==> config.mk <==
export PLATFORM = sky130hd
export DESIGN_NAME = skt_cell
export DESIGN_NICKNAME = d
export VERILOG_FILES = /design/src/rtl/skt_pkg.sv /design/src/rtl/skt_cell.sv
export SDC_FILE = /design/constraint.sdc
export NUM_CORES = 1
export LEC_CHECK = 0
export BUFFER_PORTS_ARGS = -buffer_cell sky130_fd_sc_hd__buf_4
export CAP_MARGIN = 20
export CORE_AREA = 2 2 114 116
export CTS_CLUSTER_DIAMETER = 150
export CTS_CLUSTER_SIZE = 28
export DETAILED_ROUTE_END_ITERATION = 6
export DIE_AREA = 0 0 116 118
export PLACE_DENSITY = 0.7
export SYNTH_ARGS = -nofsm -noshare
export SYNTH_HDL_FRONTEND = slang
export SYNTH_SLANG_ARGS = --single-unit
==> constraint.sdc <==
create_clock -name i_clk -period 7.41 [get_ports i_clk]
set_input_delay 0.3705 -clock i_clk [delete_from_list [all_inputs] [get_ports i_clk]]
set_output_delay 0.3705 -clock i_clk [all_outputs]
set_load 0.02 [all_outputs]
==> src/rtl/skt_pkg.sv <==
`default_nettype none

package skt_pkg;

    // command codes
    localparam logic [2:0] CMD_CLEAR   = 3'd0;
    localparam logic [2:0] CMD_INSERT  = 3'd1;
    localparam logic [2:0] CMD_DELETE  = 3'd2;
    localparam logic [2:0] CMD_LOOKUP  = 3'd3;
    localparam logic [2:0] CMD_REPLACE = 3'd4;
    localparam logic [2:0] CMD_READ    = 3'd5;

    // status codes
    localparam logic [2:0] ST_OK        = 3'd0;
    localparam logic [2:0] ST_NOT_FOUND = 3'd1;
    localparam logic [2:0] ST_DUP       = 3'd2;
    localparam logic [2:0] ST_FULL      = 3'd3;
    localparam logic [2:0] ST_EMPTY     = 3'd4;
    localparam logic [2:0] ST_RANGE     = 3'd5;

    typedef struct packed {
        logic [2:0]  cmd;
        logic [31:0] key;
        logic [31:0] payload;
        logic [5:0]  position;
    } t_in_beat;

    typedef struct packed {
        logic [2:0]  status;
        logic [31:0] key_out;
        logic [31:0] payload_out;
        logic [6:0]  count;
    } t_out_beat;

    // per-cycle control broadcast to every cell
    typedef struct packed {
        logic cap;  // capture compare flags against the incoming key
        logic ins;  // open a slot and insert
        logic del;  // close the gap at the matching slot
        logic rep;  // overwrite payload at the matching slot
    } t_cell_ctl;

endpackage

`default_nettype wire

==> src/rtl/skt_cell.sv <==
`default_nettype none

module skt_cell #(
    parameter int KEY_BITS  = 32,
    parameter int DATA_BITS = 32
) (
    input  wire                     i_clk,
    input  skt_pkg::t_cell_ctl      i_ctl,
    input  wire                     i_valid,
    input  wire  [KEY_BITS-1:0]     i_cmp_key,
    input  wire  [KEY_BITS-1:0]     i_bc_key,
    input  wire  [DATA_BITS-1:0]    i_bc_pay,
    input  wire  [KEY_BITS-1:0]     i_prev_key,
    input  wire  [DATA_BITS-1:0]    i_prev_pay,
    input  wire                     i_prev_lt,
    input  wire  [KEY_BITS-1:0]     i_next_key,
    input  wire  [DATA_BITS-1:0]    i_next_pay,
    output logic [KEY_BITS-1:0]     o_key,
    output logic [DATA_BITS-1:0]    o_pay,
    output logic                    o_lt,
    output logic                    o_eq
);
    import skt_pkg::*;

    logic [KEY_BITS-1:0]  r_key, n_key;
    logic [DATA_BITS-1:0] r_pay, n_pay;
    logic                 r_lt, r_eq;

    always_comb begin
        n_key = r_key;
        n_pay = r_pay;
        if (i_ctl.ins && !r_lt) begin
            // first cell past the smaller keys takes the new record, the rest shift up
            if (i_prev_lt) begin
                n_key = i_bc_key;
                n_pay = i_bc_pay;
            end else begin
                n_key = i_prev_key;
                n_pay = i_prev_pay;
            end
        end else if (i_ctl.del && !r_lt) begin
            n_key = i_next_key;
            n_pay = i_next_pay;
        end else if (i_ctl.rep && r_eq) begin
            n_pay = i_bc_pay;
        end
    end

    always_ff @(posedge i_clk) begin
        r_key <= n_key;
        r_pay <= n_pay;
        if (i_ctl.cap) begin
            r_lt <= i_valid && (r_key < i_cmp_key);
            r_eq <= i_valid && (r_key == i_cmp_key);
        end
    end

    assign o_key = r_key;
    assign o_pay = r_pay;
    assign o_lt  = r_lt;
    assign o_eq  = r_eq;
endmodule

`default_nettype wire

==> impl_metrics.yaml <==
layout:
  final_cell_mix: "buf_4 (300), edfxtp_1 (66), inv_1 (65)"
  area_growth_pct: 67.9
  layout.nets: 921
  layout-drive-gt1-share_pct: 48.6
  fill_cells: 1109
  multiInputGateArea_um2: 1680
  antenna_cells: 0
  seq_area_um2: 1980
  final_common_cell: "buf_4"
critical_path:
  critPathMaxStageDelay_ns: 0.80
  arrival_ns: 2.65
  end_kind: "flop"
  cp-start-kind: "flop"
  path_cells: "nor2_4 > o21ai_4 > a222oi_1 > inv_1"
  required_ns: 7.48
  worstSetupPathType: "flop to flop"
  crit_path_top_delay_cell: "nor2_4"
  critical-path-top-delay-family: "compound AO/OA/AOI/OAI gates"
  cp_num_buf_inv: 1
  critPathMaxFanout: 34
timing:
  finalMaxSlewViolations: 0
  hold_ws_ns: 0.261
  period_share_pct: 34.8
  rsz0062_at_grt: "false"
  fmax_mhz: 388
  slew-limit-headroom_pct: 34.7
  finalWorstSetupSlack_ns: 4.83
  tightest_slew_ns: 0.977
  finalHoldViolations: 0
  tns_ns: 0
  min_period_ns: 2.58
  setup_viol: 0
  clock_skew_ns: 0.00558
power_and_ir_drop:
  peakVddDrop_v: 0.0000834
  intPower_uw: 977
  swShare_pct: 26.8
  power_density_nw_per_um2: 199
  power_switching_uw: 357
  pwr-share-comb_pct: 27.1
  p_clk_share_pct: 36.6
  pwr-share-seq_pct: 36.3
  leakage_uw: 0.00340
logic_synthesis:
  syn_area_per_cell_um2: 10.9
  syn_nets: 630
  syn_inst: 367
  synth_sequential_area_ratio_pct: 49.6
  netlist_area_um2: 4000
  synth_xor_area_share_pct: 0
  synth_seq_cells: 66
  synthMuxAreaShare_pct: 8.02
  synth_area_leader_cell: "edfxtp_1"
  synth_top_area_share_pct: 49.6
  synth_top_family_by_area: "compound AO/OA/AOI/OAI gates"
  synthTopCellsByArea: "edfxtp_1 (50%), ha_1 (10%), a222oi_1 (8.0%), mux2i_1 (8.0%), inv_1 (6.1%)"
  synth_compound_area_share_pct: 16.6
  synth-simple-area-share_pct: 6.92
  ys_types: 31
  synthAdderAreaFrac_pct: 10.0
  yosys_warnings: 0
global_route:
  antenna_found_initial: 0
  grt_pass1_vias: 4120
  grt_pass1_wl_um: 20400
  grt_max_degree: 66
  grt_use_total_pct: 19.6
  overflow: 0
clock_network:
  htree_levels: 3
  cts.sinks: 66
  cts_tree: "done"
  cts-root-buf: "clkbuf_16"
  cts_setup_buffers: 0
  insertion_delay_ns: 0.33
  cts_made_buffers: 9
  clk_pin_slew_ns: 0.06
  cts_resized: 0
  hold_buffers: 0
  cts_buffer_depth: 2
floorplan:
  start_util_pct: 32.2
  die_y_um: 118
  die_w_um: 116
  core_region_area_um2: 12400
  num_rows: 41
  ios: 297
  dieArea_um2: 13700
place:
  place_congestion: 0.875
  post-dp-hpwl_um: 11200
  io_buffers: 296
  place_ws_ns: 4.75
status:
  status: "finished, violations left"
  violations: "design-rule violations"
hold_path:
  min_path_type: "input port to flop"
drt:
  drt_iter0_markers: 268
  dr.pass1.iters: 7
  drt_wl_total_um: 13900
  viasPerCell: 4.79
  ant_nets: 0
  drc: 1
  wl_per_cell_um: 16.6
  vias: 3998
flow_run:
  drv_cap: 0
## layout make-up
class                      instances  share of cell area, %
timing repair buffer             300                   33.6
clock buffer                       9                   3.36
sequential                        66                   29.5
tap                              172                   3.21
multi-input combinational        216                   25.0
clock inverter                     7                   1.73
inverter                          65                   3.64
## power by group through the flow
stage | Clock [uW] | Sequential [uW] | Combinational [uW]
CTS | 498 | 486 | 366
global placement | 0 | 491 | 357
floorplan | 0 | 540 | 124
detailed placement | 0 | 493 | 366
global route | 514 | 489 | 393
finish | 488 | 485 | 362
## worst register-to-register path: cells and delay by family, from the launching register on
family | cells | cell delay [ns]
AOI/OAI and AO/OA | 2 | 0.99
buffers and inverters | 1 | 0.08
DFF | 1 | 0.46
and+or+nand+nor | 1 | 0.80
## registers in the layout (all words and copies together) (netlist names)
name   cells
o_key     32
o_pay     32
o_eq       1
o_lt       1
## synth_stat cells
library cell and n:
o211ai_1 1, a21oi_1 11, nand4_1 7, o221a_2 1, a222oi_1 32, o21ai_0 1
nor4_1 4, o21ai_4 1, a21o_1 4, nor2b_1 2, inv_1 65, buf_6 3
nand2_1 38, nor2_2 1, a2bb2oi_1 1, nand3_1 1, o211a_1 1, nand2b_1 1
nor2_1 5, mux2i_1 32, nand4b_1 1, o21ai_1 34, nor3b_1 1, buf_4 1
buf_2 6, edfxtp_1 66, o21a_1 2, a211oi_1 2, buf_1 3, clkbuf_1 7
ha_1 32
## worst paths after layout
path | slack (ns) | from | end | depth (start not counted)
worst max-delay path | 4.83 | o_lt | o_pay[10] | 4
worst min-delay path | 0.26 | i_ctl[3] | o_lt | 1
worst max register to register | 4.83 | o_lt | o_pay[10] | 4
worst min register to register | 0.87 | o_key[31] | o_lt | 3
## kinds of logic after synthesis
group	after synthesis
AOI/OAI and AO/OA	91
buffers and inverters	85
DFF	66
and+or+nand+nor	61
muxes	32
adders and majority gates	32
## layer usage
metal | routed length (um) | GRT usage [%] | part of all wire, %
met4 | 301 | 7.07 | 2.2
met3 | 1240 | 6.13 | 8.9
met5 | 0 | 0 | 0
met2 | 7390 | 36.7 | 53
met1 | 4940 | 20.1 | 36
## through the flow
| step | util, % | std cells | instance area (um^2) | total power, uW |
|---|---|---|---|---|
| floorplan | - | 367 | 4000 | 664 |
| global route | 54.1 | 835 | 6710 | 1400 |
| finish | 54.1 | 835 | 6710 | 1330 |
| global placement | 51.3 | 819 | 6370 | 848 |
| detailed placement | 51.3 | 819 | 6370 | 859 |
| CTS | 54.1 | 835 | 6710 | 1350 |
(Power assumes the default switching activity.)
